[config.mk]
export PLATFORM = sky130hd
export DESIGN_NAME = command_frame_encoder_crc16_top_flat
export DESIGN_NICKNAME = d
export VERILOG_FILES = /design/src/rtl/cfe_pkg.sv /design/src/rtl/cfe_if.sv /design/src/rtl/cfe_build.sv /design/src/rtl/cfe_burst.sv /design/src/rtl/command_frame_encoder_crc16_top.sv /design/src/flat_wrapper.sv
export SDC_FILE = /design/constraint.sdc
export NUM_CORES = 1
export LEC_CHECK = 0
export BUFFER_PORTS_ARGS = -buffer_cell sky130_fd_sc_hd__buf_2
export CAP_MARGIN = 25
export CORE_ASPECT_RATIO = 1.5
export CORE_MARGIN = 3
export CORE_UTILIZATION = 55
export CTS_CLUSTER_DIAMETER = 200
export DETAILED_ROUTE_END_ITERATION = 10
export MAX_ROUTING_LAYER = met4
export PLACE_DENSITY_LB_ADDON = 0.25
export REMOVE_ABC_BUFFERS = 1
export SYNTH_ARGS = -nofsm -noshare
export SYNTH_HDL_FRONTEND = slang
export SYNTH_SLANG_ARGS = --single-unit
[constraint.sdc]
create_clock -name clk_i -period 9.9 [get_ports clk_i]
set_input_delay 1.98 -clock clk_i [delete_from_list [all_inputs] [get_ports clk_i]]
set_output_delay 1.98 -clock clk_i [all_outputs]
set_load 0.01 [all_outputs]
[src/rtl/cfe_pkg.sv]
// package for the command frame encoder with crc-16
// holds item types, frame constants and the crc byte update; no dependencies
package cfe_pkg;

  localparam int unsigned ByteW         = 8;
  localparam int unsigned LenW          = 4;
  localparam int unsigned CrcW          = 16;
  localparam int unsigned MaxPayloadDef = 8;
  localparam int unsigned BurstMax      = 8;
  localparam int unsigned CntW          = $clog2(BurstMax + 1);

  localparam logic [ByteW-1:0] FrameHead  = 8'h02;
  localparam logic [ByteW-1:0] MasterByte = 8'h00;
  localparam logic [ByteW-1:0] PadByte    = 8'h00;
  localparam logic [CrcW-1:0]  CrcPoly    = 16'h1021;
  localparam logic [CrcW-1:0]  CrcInit    = 16'h0000;

  // bytes of one item's output run, slot 0 goes out first
  typedef struct packed {
    logic [BurstMax-1:0][ByteW-1:0] bytes;
    logic [CntW-1:0]                count;
    logic                           close;
  } burst_t;

  // crc-16, msb first, no reflection
  function automatic logic [CrcW-1:0] crc_add_byte(logic [CrcW-1:0] crc,
                                                   logic [ByteW-1:0] data);
    logic [CrcW-1:0] c;
    c = crc ^ {data, 8'h00};
    for (int i = 0; i < 8; i++) begin
      if (c[CrcW-1]) begin
        c = (c << 1) ^ CrcPoly;
      end else begin
        c = c << 1;
      end
    end
    return c;
  endfunction

endpackage

[src/rtl/cfe_if.sv]
// valid/ready channel interfaces for the command frame encoder
// input item channel and frame byte channel; uses cfe_pkg for widths
interface cfe_in_if;
  logic                          valid;
  logic                          ready;
  logic [cfe_pkg::ByteW-1:0]     command;
  logic [cfe_pkg::LenW-1:0]      payload_length;
  logic [cfe_pkg::ByteW-1:0]     payload_byte;
  logic                          first_item;
  logic                          last_item;

  modport source (output valid, command, payload_length, payload_byte, first_item,
                  last_item, input ready);
  modport sink (input valid, command, payload_length, payload_byte, first_item,
                last_item, output ready);
endinterface

interface cfe_out_if;
  logic                      valid;
  logic                      ready;
  logic [cfe_pkg::ByteW-1:0] frame_byte;
  logic                      run_last;
  logic                      frame_last;

  modport source (output valid, frame_byte, run_last, frame_last, input ready);
  modport sink (input valid, frame_byte, run_last, frame_last, output ready);
endinterface

[src/rtl/cfe_build.sv]
// builds the byte run of one item and keeps the running crc and frame state
// depends on cfe_pkg
module cfe_build #(
  parameter int unsigned MAX_PAYLOAD = cfe_pkg::MaxPayloadDef
) (
  input  logic                      clk_i,
  input  logic                      rst_ni,
  input  logic                      accept_i,
  input  logic [cfe_pkg::ByteW-1:0] command_i,
  input  logic [cfe_pkg::LenW-1:0]  payload_length_i,
  input  logic [cfe_pkg::ByteW-1:0] payload_byte_i,
  input  logic                      first_item_i,
  input  logic                      last_item_i,
  output cfe_pkg::burst_t           burst_o
);
  import cfe_pkg::*;

  logic [CrcW-1:0] crc_q, crc_d;
  logic            in_frame_q, in_frame_d;
  logic [LenW-1:0] len_sat;
  logic [CrcW-1:0] crc_hdr, crc_pl, crc_run;
  logic            active;

  always_comb begin
    if (32'(payload_length_i) > MAX_PAYLOAD) begin
      len_sat = LenW'(MAX_PAYLOAD);
    end else begin
      len_sat = payload_length_i;
    end
  end

  always_comb begin
    crc_hdr = crc_add_byte(CrcInit, command_i);
    crc_hdr = crc_add_byte(crc_hdr, MasterByte);
    crc_hdr = crc_add_byte(crc_hdr, PadByte);
    crc_hdr = crc_add_byte(crc_hdr, {{(ByteW-LenW){1'b0}}, len_sat});
  end

  // payload byte folds into the header crc on a first item, the stored crc otherwise
  assign crc_pl = crc_add_byte(first_item_i ? crc_hdr : crc_q, payload_byte_i);

  always_comb begin
    burst_o = '0;
    crc_run = crc_pl;
    if (first_item_i) begin
      burst_o.bytes[0] = FrameHead;
      burst_o.bytes[1] = command_i;
      burst_o.bytes[2] = MasterByte;
      burst_o.bytes[3] = PadByte;
      burst_o.bytes[4] = {{(ByteW-LenW){1'b0}}, len_sat};
      if (len_sat != '0) begin
        burst_o.bytes[5] = payload_byte_i;
        crc_run          = crc_pl;
        if (last_item_i) begin
          burst_o.bytes[6] = crc_pl[15:8];
          burst_o.bytes[7] = crc_pl[7:0];
          burst_o.count    = CntW'(8);
          burst_o.close    = 1'b1;
        end else begin
          burst_o.count = CntW'(6);
        end
      end else begin
        // empty payload closes at once
        crc_run          = crc_hdr;
        burst_o.bytes[5] = crc_hdr[15:8];
        burst_o.bytes[6] = crc_hdr[7:0];
        burst_o.count    = CntW'(7);
        burst_o.close    = 1'b1;
      end
    end else if (in_frame_q) begin
      burst_o.bytes[0] = payload_byte_i;
      if (last_item_i) begin
        burst_o.bytes[1] = crc_pl[15:8];
        burst_o.bytes[2] = crc_pl[7:0];
        burst_o.count    = CntW'(3);
        burst_o.close    = 1'b1;
      end else begin
        burst_o.count = CntW'(1);
      end
    end
  end

  assign active = first_item_i || in_frame_q;

  always_comb begin
    crc_d      = crc_q;
    in_frame_d = in_frame_q;
    if (accept_i && active) begin
      if (burst_o.close) begin
        crc_d      = CrcInit;
        in_frame_d = 1'b0;
      end else begin
        crc_d      = crc_run;
        in_frame_d = 1'b1;
      end
    end
  end

  always_ff @(posedge clk_i or negedge rst_ni) begin
    if (!rst_ni) begin
      crc_q      <= CrcInit;
      in_frame_q <= 1'b0;
    end else begin
      crc_q      <= crc_d;
      in_frame_q <= in_frame_d;
    end
  end

endmodule

[src/rtl/cfe_burst.sv]
// output register for one item's byte run; shifts out a byte a cycle while ready_i is high
// depends on cfe_pkg
module cfe_burst (
  input  logic                      clk_i,
  input  logic                      rst_ni,
  input  logic                      load_i,
  input  cfe_pkg::burst_t           burst_i,
  output logic                      load_ready_o,
  output logic                      valid_o,
  input  logic                      ready_i,
  output logic [cfe_pkg::ByteW-1:0] frame_byte_o,
  output logic                      run_last_o,
  output logic                      frame_last_o
);
  import cfe_pkg::*;

  logic [BurstMax-1:0][ByteW-1:0] bytes_q, bytes_d;
  logic [CntW-1:0]                cnt_q, cnt_d;
  logic                           close_q, close_d;
  logic                           take;
  logic                           at_last;

  assign valid_o      = (cnt_q != '0);
  assign at_last      = (cnt_q == CntW'(1));
  assign take         = valid_o && ready_i;
  assign load_ready_o = !valid_o || (at_last && ready_i);
  assign frame_byte_o = bytes_q[0];
  assign run_last_o   = at_last;
  assign frame_last_o = at_last && close_q;

  always_comb begin
    bytes_d = bytes_q;
    cnt_d   = cnt_q;
    close_d = close_q;
    if (load_i) begin
      bytes_d = burst_i.bytes;
      cnt_d   = burst_i.count;
      close_d = burst_i.close;
    end else if (take) begin
      bytes_d = {ByteW'(0), bytes_q[BurstMax-1:1]};
      cnt_d   = cnt_q - CntW'(1);
    end
  end

  always_ff @(posedge clk_i or negedge rst_ni) begin
    if (!rst_ni) begin
      cnt_q   <= '0;
      close_q <= 1'b0;
    end else begin
      cnt_q   <= cnt_d;
      close_q <= close_d;
    end
  end

  always_ff @(posedge clk_i) begin
    bytes_q <= bytes_d;
  end

endmodule

[src/rtl/command_frame_encoder_crc16_top.sv]
// top level of the command frame encoder with crc-16 (poly 0x1021, init 0)
// depends on cfe_pkg, cfe_in_if, cfe_out_if, cfe_build, cfe_burst
//
//   channel  dir  fields                                              one item is
//   in_i     in   command payload_length payload_byte first/last_item  one frame step
//   out_o    out  frame_byte run_last frame_last                       one frame byte
//
// an item is taken in the cycle it is offered when the output register is empty
// or its last byte leaves; its bytes then leave one per cycle while out_o.ready
// is high, 1 to 8 of them, none for an item outside a frame
// later non-last items give one byte, so a stream of them runs at one item a cycle
// the output register holds its run while out_o.ready is low and in_i waits
// reset clears the crc, the open-frame flag and the output register
module command_frame_encoder_crc16_top #(
  parameter int unsigned MAX_PAYLOAD = cfe_pkg::MaxPayloadDef
) (
  input  logic      clk_i,
  input  logic      rst_ni,
  cfe_in_if.sink    in_i,
  cfe_out_if.source out_o
);
  import cfe_pkg::*;

  burst_t burst;
  logic   accept;
  logic   load_ready;

  assign in_i.ready = load_ready;
  assign accept     = in_i.valid && load_ready;

  cfe_build #(
    .MAX_PAYLOAD(MAX_PAYLOAD)
  ) u_build (
    .clk_i           (clk_i),
    .rst_ni          (rst_ni),
    .accept_i        (accept),
    .command_i       (in_i.command),
    .payload_length_i(in_i.payload_length),
    .payload_byte_i  (in_i.payload_byte),
    .first_item_i    (in_i.first_item),
    .last_item_i     (in_i.last_item),
    .burst_o         (burst)
  );

  cfe_burst u_burst (
    .clk_i       (clk_i),
    .rst_ni      (rst_ni),
    .load_i      (accept && (burst.count != '0)),
    .burst_i     (burst),
    .load_ready_o(load_ready),
    .valid_o     (out_o.valid),
    .ready_i     (out_o.ready),
    .frame_byte_o(out_o.frame_byte),
    .run_last_o  (out_o.run_last),
    .frame_last_o(out_o.frame_last)
  );

endmodule
[src/flat_wrapper.sv]
// flat-port wrapper written by rule: the top's interface ports become plain ports
module command_frame_encoder_crc16_top_flat import cfe_pkg::*;
#(
  parameter int unsigned MAX_PAYLOAD = cfe_pkg::MaxPayloadDef
)
  (clk_i, rst_ni, in_i_valid, in_i_command, in_i_payload_length, in_i_payload_byte, in_i_first_item, in_i_last_item, in_i_ready, out_o_valid, out_o_frame_byte, out_o_run_last, out_o_frame_last, out_o_ready);
  cfe_in_if in_i_i ();
  cfe_out_if out_o_i ();
  input  logic clk_i;
  input  logic rst_ni;
  input wire logic [$bits(in_i_i.valid)-1:0] in_i_valid;
  input wire logic [$bits(in_i_i.command)-1:0] in_i_command;
  input wire logic [$bits(in_i_i.payload_length)-1:0] in_i_payload_length;
  input wire logic [$bits(in_i_i.payload_byte)-1:0] in_i_payload_byte;
  input wire logic [$bits(in_i_i.first_item)-1:0] in_i_first_item;
  input wire logic [$bits(in_i_i.last_item)-1:0] in_i_last_item;
  output wire logic [$bits(in_i_i.ready)-1:0] in_i_ready;
  output wire logic [$bits(out_o_i.valid)-1:0] out_o_valid;
  output wire logic [$bits(out_o_i.frame_byte)-1:0] out_o_frame_byte;
  output wire logic [$bits(out_o_i.run_last)-1:0] out_o_run_last;
  output wire logic [$bits(out_o_i.frame_last)-1:0] out_o_frame_last;
  input wire logic [$bits(out_o_i.ready)-1:0] out_o_ready;
  assign in_i_i.valid = in_i_valid;
  assign in_i_i.command = in_i_command;
  assign in_i_i.payload_length = in_i_payload_length;
  assign in_i_i.payload_byte = in_i_payload_byte;
  assign in_i_i.first_item = in_i_first_item;
  assign in_i_i.last_item = in_i_last_item;
  assign in_i_ready = in_i_i.ready;
  assign out_o_valid = out_o_i.valid;
  assign out_o_frame_byte = out_o_i.frame_byte;
  assign out_o_run_last = out_o_i.run_last;
  assign out_o_frame_last = out_o_i.frame_last;
  assign out_o_i.ready = out_o_ready;
  command_frame_encoder_crc16_top #(.MAX_PAYLOAD(MAX_PAYLOAD)) u_core (.clk_i(clk_i), .rst_ni(rst_ni), .in_i(in_i_i), .out_o(out_o_i));
endmodule
## Yosys cells after proc, flatten, opt, wreduce, memory -nomap -nowiden

Index checks and enable logic that the tools add are counted.

| word-level totals | value |
|---|---|
| flip-flop bits (word level) | 86 |
| input bits | 26 |
| output and inout bits | 12 |
| logic and storage cells | 130 |

| operators by class | value |
|---|---|
| $add $sub $neg | 1 |
| $lt $le $gt $ge | 1 |
| equality and inequality tests | 1 |
| muxes and demuxes | 60 |
| bitwise logic cells | 42 |
| reduce and logical (&&, ||, !) cells | 13 |

Operator list:

| kind | count |
|---|---|
| 13-bit 2-to-1 mux | 40 |
| 64-bit 2-to-1 mux | 2 |
| 3-bit NOT | 40 |
| 16-bit 2-to-1 mux | 6 |
| 29-bit 2-to-1 mux | 2 |
| 40-bit 2-to-1 mux | 1 |
| 4-bit 2-to-1 mux | 4 |
| 16-bit by 12-bit XOR with 16-bit output | 1 |
| 16-bit XOR | 1 |
| 4-bit nonzero test | 3 |
| 8-bit 2-to-1 mux | 1 |
| 1-bit logical AND | 6 |
| 5-bit 2-to-1 mux | 1 |
| 4-bit by 1-bit == test with 1-bit output (second input constant) | 1 |
| 4-bit > comparator (second input constant) | 1 |
| 4-bit by 1-bit subtractor with 4-bit output (second input constant) | 1 |
| 1-bit logical OR | 2 |
| 1-bit 2-to-1 mux | 2 |
| 2-bit 2-to-1 mux | 1 |
| 2-bit nonzero test | 1 |
| 1-bit zero test | 1 |

## Depth between registers and ports, before layout

| logic depth | value |
|---|---|
| word-level depth | 89 |
| mapped depth | 11 |
| gate-level depth less buffers | 9 |

## Cells and area by module

Synthesis repeated with hierarchy kept, for this count alone.

| unflattened totals | value |
|---|---|
| cells, all modules | 468 |
| area, all modules | 5551.6 um2 |

By module, submodules not included:

| module | times used | cells an instance | area an instance (um2) | seq. area each (um2) |
|---|---|---|---|---|
| cfe_burst | 1 | 179 | 3036.7 | 2047.0 |
| cfe_build | 1 | 287 | 2497.4 | 425.4 |
| command_frame_encoder_crc16_top | 1 | 2 | 17.5 | 0.0 |

## Worst setup path before layout

OpenSTA, ideal clock, no wires.

| path | value |
|---|---|
| path kind | input to register |
| start point | input in_i_first_item |
| end point | register u_core.u_burst.bytes_q[10] (netlist bit) (enable) |
| setup time | 0.698 ns |
| data arrival time | 4.072 ns |
| required time | 9.202 ns |
| slack | 5.130 ns |
| stages on the path | 5 |
| buffers on the path | 3 |
| cells stage by stage | buf_2 -> clkbuf_1 -> o21ai_0 -> clkbuf_1 -> nand2_1 |

| on the way | value |
|---|---|
| word-level cells in the longest chain between the ends | 4 |

Ends and longest elaborated chain:

| item | RTL line | text |
|---|---|---|
| start, declared | flat_wrapper.sv:15 | `input wire logic [$bits(in_i_i.first_item)-1:0] in_i_first_item;` |
| 29-bit 2-to-1 mux | cfe_build.sv:45 | `if (first_item_i) begin` |
| 4-bit nonzero test | command_frame_encoder_crc16_top.sv:48 | `.load_i (accept && (burst.count != '0)),` |
| 1-bit logical AND | command_frame_encoder_crc16_top.sv:48 |  |
| 2-bit nonzero test (no line) | - |  |
| end signal, assigned | cfe_burst.sv:56 | `bytes_q <= bytes_d;` |
| end, declared | cfe_burst.sv:17 | `logic [BurstMax-1:0][ByteW-1:0] bytes_q, bytes_d;` |

No other way between the ends.
A chain may end at the register's enable or synchronous reset.

## Final worst setup path

| path | value |
|---|---|
| start point | input out_o_ready |
| end point | output in_i_ready |

| on the way | value |
|---|---|
| word-level cells in the longest chain between the ends | 2 |

Ends and longest elaborated chain:

| item | RTL line | text |
|---|---|---|
| start, declared | flat_wrapper.sv:22 | `input wire logic [$bits(out_o_i.ready)-1:0] out_o_ready;` |
| 1-bit logical AND | cfe_burst.sv:26 | `assign load_ready_o = !valid_o \|\| (at_last && ready_i);` |
| 1-bit logical OR | cfe_burst.sv:26 |  |
| end, declared | flat_wrapper.sv:17 | `output wire logic [$bits(in_i_i.ready)-1:0] in_i_ready;` |

No other way between the ends.

==> summary.txt <==
Run status
  – Status: finished clean

Layout
  – Area growth syn-to-layout: 10.1%
  – Final cell count without fillers: 541
  – Antenna cells: 0
  – Nets: 457
  – Fillers: 689
  – Fraction of layout cells with a size suffix above 1: 0.161

Route
  – Detailed-route DRC error count: 0
  – Post-route ant nets: 0
  – Vias per cell: 6.14
  – Total wire length: 11400 um
  – Via count: 3323
  – Drt first pass iters: 6
  – Initial DRC count: 309
  – Detailed-route wire length per cell: 21.1 um

Yosys
  – Dominant cell by count in the synthesized netlist: edfxtp_1
  – Largest area contributor in the netlist: edfxtp_1
  – Post-synth EDFFs: 64
  – Netlist cell types: 55
  – Synth warnings: 0
  – Post-synth top cells: edfxtp_1, nand2_1, xnor2_1, o21ai_0, dfrtp_1
  – Flops & latches, synth: 86
  – Syn_area_per_cell: 11.9 sq um
  – Top FF cell, synth: edfxtp_1
  – Register area share after synthesis: 0.509
  – Fraction of registers with async set/reset: 0.256
  – Share of the synthesized area in the top cell type: 0.396
  – Mapped Area: 0.00486 sq mm
  – Area contributors post-synth: edfxtp_1, dfrtp_1, xnor2_1, nand2_1, xnor3_1
  – Post-synthesis instance total: 409

Power
  – Net Sw Power: 503 uW
  – Static Leak: 2.14 nW
  – Comb pwr share: 0.360
  – Clock Power Share: 0.233
  – Sequential share of power: 0.408
  – VDD IR max: 0.000250 V
  – Sw Share: 0.332
  – PD cells: 283 mW/mm^2
  – Internal power: 1.01 mW

CTS
  – CTS root buffer: clkbuf_16
  – CTS Hold Bufs: 0
  – CTS tree: yes
  – Clk sinks: 86
  – Clock Pin Slew Worst Setup and Hold Paths: 0.06 ns
  – TritonCTS Buffers: 9
  – Post-CTS Repair Setup Buffers: 0
  – Clk buf depth: 2
  – Clock latency at the later pin of the worst-skew pair: 0.34 ns
  – Post_cts resized: 0
  – H-tree lvl count: 3

Global route
  – GRT Max-Usage Layer: met2
  – First-pass GRT wire length: 18000 um
  – Vias in the first global route: 3321
  – Grt total ovfl: 0
  – GRT Overall Usage: 0.258
  – Met3 usage: 0.0579
  – Largest net degree at the start of global routing: 65
  – Antenna violations before repair: 0
  – Grt met1 use: 0.329
  – Grt met2 use: 0.394

Placement
  – Post-detailed-placement half-perimeter wirelength: 7740 um
  – Input/output buffers: 37
  – Routability cong.: 0.873
  – Post-Place Cells: 525

STA
  – Max Slew Vio Count: 0
  – Fin. Hold Viols: 0
  – Max_slew headroom: 0.290
  – Min cycle time layout: 4.33 ns
  – Max Fclk: 0.231 GHz
  – Setup_tns: 0 ns
  – Worst-margin pin slew: 1.06 ns
  – # setup viols final: 0
  – Clock Skews: 0.00398 ns
  – RSZ-0062 raised after global routing: no
  – Crit share post-route: 0.437

Critical path
  – Critical path capture point type: output port
  – Startpoint types: input pin
  – Worst Path Arrival: 2.35 ns
  – Worst-path fanout max: 6
  – Req. time, crit path: 7.92 ns
  – Critical path class: in2out

Floorplanning
  – I/O pin cnt: 38
  – Die area: 0.0100 sq mm
  – Die Wd: 82.7 um
  – Row count: 41
  – Die Y: 121 um
  – Initial Util: 0.570
  – CORE AREA: 0.00852 sq mm

Flow run
  – Max cap viols: 0

Min path
  – Hold Crit Class: reg2reg
## flip-flops by register name, indices dropped and copies added (netlist names)
signal / count
u_core.u_burst.bytes_q: 56
u_core.u_burst.frame_byte_o: 8
u_core.u_build.crc_q: 16
u_core.u_burst.close_q: 1
u_core.u_burst.cnt_q: 4
u_core.u_build.in_frame_q: 1
## routing by layer
| layer | up-vias | routed length, um |
|---|---|---|
| met2 | 138 | 5820 |
| met1 | 1646 | 4550 |
| met4 | 0 | 403 |
| met5 | - | 0 |
| met3 | 29 | 652 |
| li1 | 1510 | - |
## critical path, stage by stage
cell and delay, ns:
buf_2 0.13, nand2_1 0.06, nand2_1 0.04, buf_2 0.13
## placed cells by master, fill, tap and decap left out, types with 5 or more instances in the layout
cell       synthesis  final
edfxtp_1          64     64
nand2_1           48     47
buf_2              4     37
xnor2_1           33     33
o21ai_0           26     25
dfrtp_1           22     22
nor2_1            20     20
and2_1            17     17
a22o_1            17     17
a22oi_1           15     15
a21oi_1           11     11
o21ai_1           10     10
inv_1              9      9
mux2i_1            9      9
clkbuf_16          0      9
xor2_1             8      8
xnor3_1            7      7
xnor2_2            6      6
clkbuf_1          15      5
## layout make-up
cell class                 count  area (sq um)  share of cell area
multi-input combinational    284          2200               0.412
timing repair buffer          39           200              0.0375
clock inverter                 2          60.1              0.0112
tap                          107           134              0.0250
clock buffer                  14           244              0.0456
sequential                    86          2470               0.463
inverter                       9          33.8             0.00632
## metrics by stage
step | hold WS, ns | util | setup slack [ns] | power, mW | area, sq um
3_3_place_gp | 0.457 | 0.592 | 5.39 | 1.15 | 5040
5_1_grt | 0.499 | 0.628 | 5.51 | 1.60 | 5350
2_1_floorplan | 0.446 | - | 0.656 | 1.01 | 4690
6_report | 0.478 | 0.628 | 5.57 | 1.51 | 5350
3_5_place_dp | 0.466 | 0.592 | 5.35 | 1.16 | 5040
4_1_cts | 0.479 | 0.628 | 5.57 | 1.52 | 5350
## logic make-up (layout without fill, tap and decap cells)
kind of cell | count (synthesis) | in the layout | share of synthesized area
simple gates | 105 | 105 | 0.100
compound gates | 101 | 101 | 0.139
flops | 86 | 86 | 0.509
xor+xnor | 63 | 63 | 0.171
buf+inv | 39 | 64 | 0.0405
mux | 13 | 13 | 0.0348
fa+ha+maj | 2 | 2 | 0.00515
## final timing paths
check,startpoint,end,slack [ns],cells after the start
min in group asynchronous,rst_ni,u_core.u_build.crc_q[1],1.64,1
min,u_core.u_build.crc_q[6],u_core.u_build.crc_q[6],0.48,2
max,out_o_ready,in_i_ready,5.57,4
max in group asynchronous,rst_ni,u_core.u_build.crc_q[15],7.87,1
max reg2reg,u_core.u_burst.cnt_q[0],u_core.u_burst.bytes_q[52],6.76,7
min reg2reg,u_core.u_build.crc_q[6],u_core.u_build.crc_q[6],0.48,2
## power by group through the flow
stage	Combinational (mW)	Clock [mW]	Sequential, mW
3_3_place_gp	0.531	0	0.618
2_1_floorplan	0.391	0	0.615
5_1_grt	0.596	0.373	0.631
3_5_place_dp	0.538	0	0.623
4_1_cts	0.545	0.355	0.616
6_report	0.544	0.352	0.617
Power figures use the tool's default switching activity.
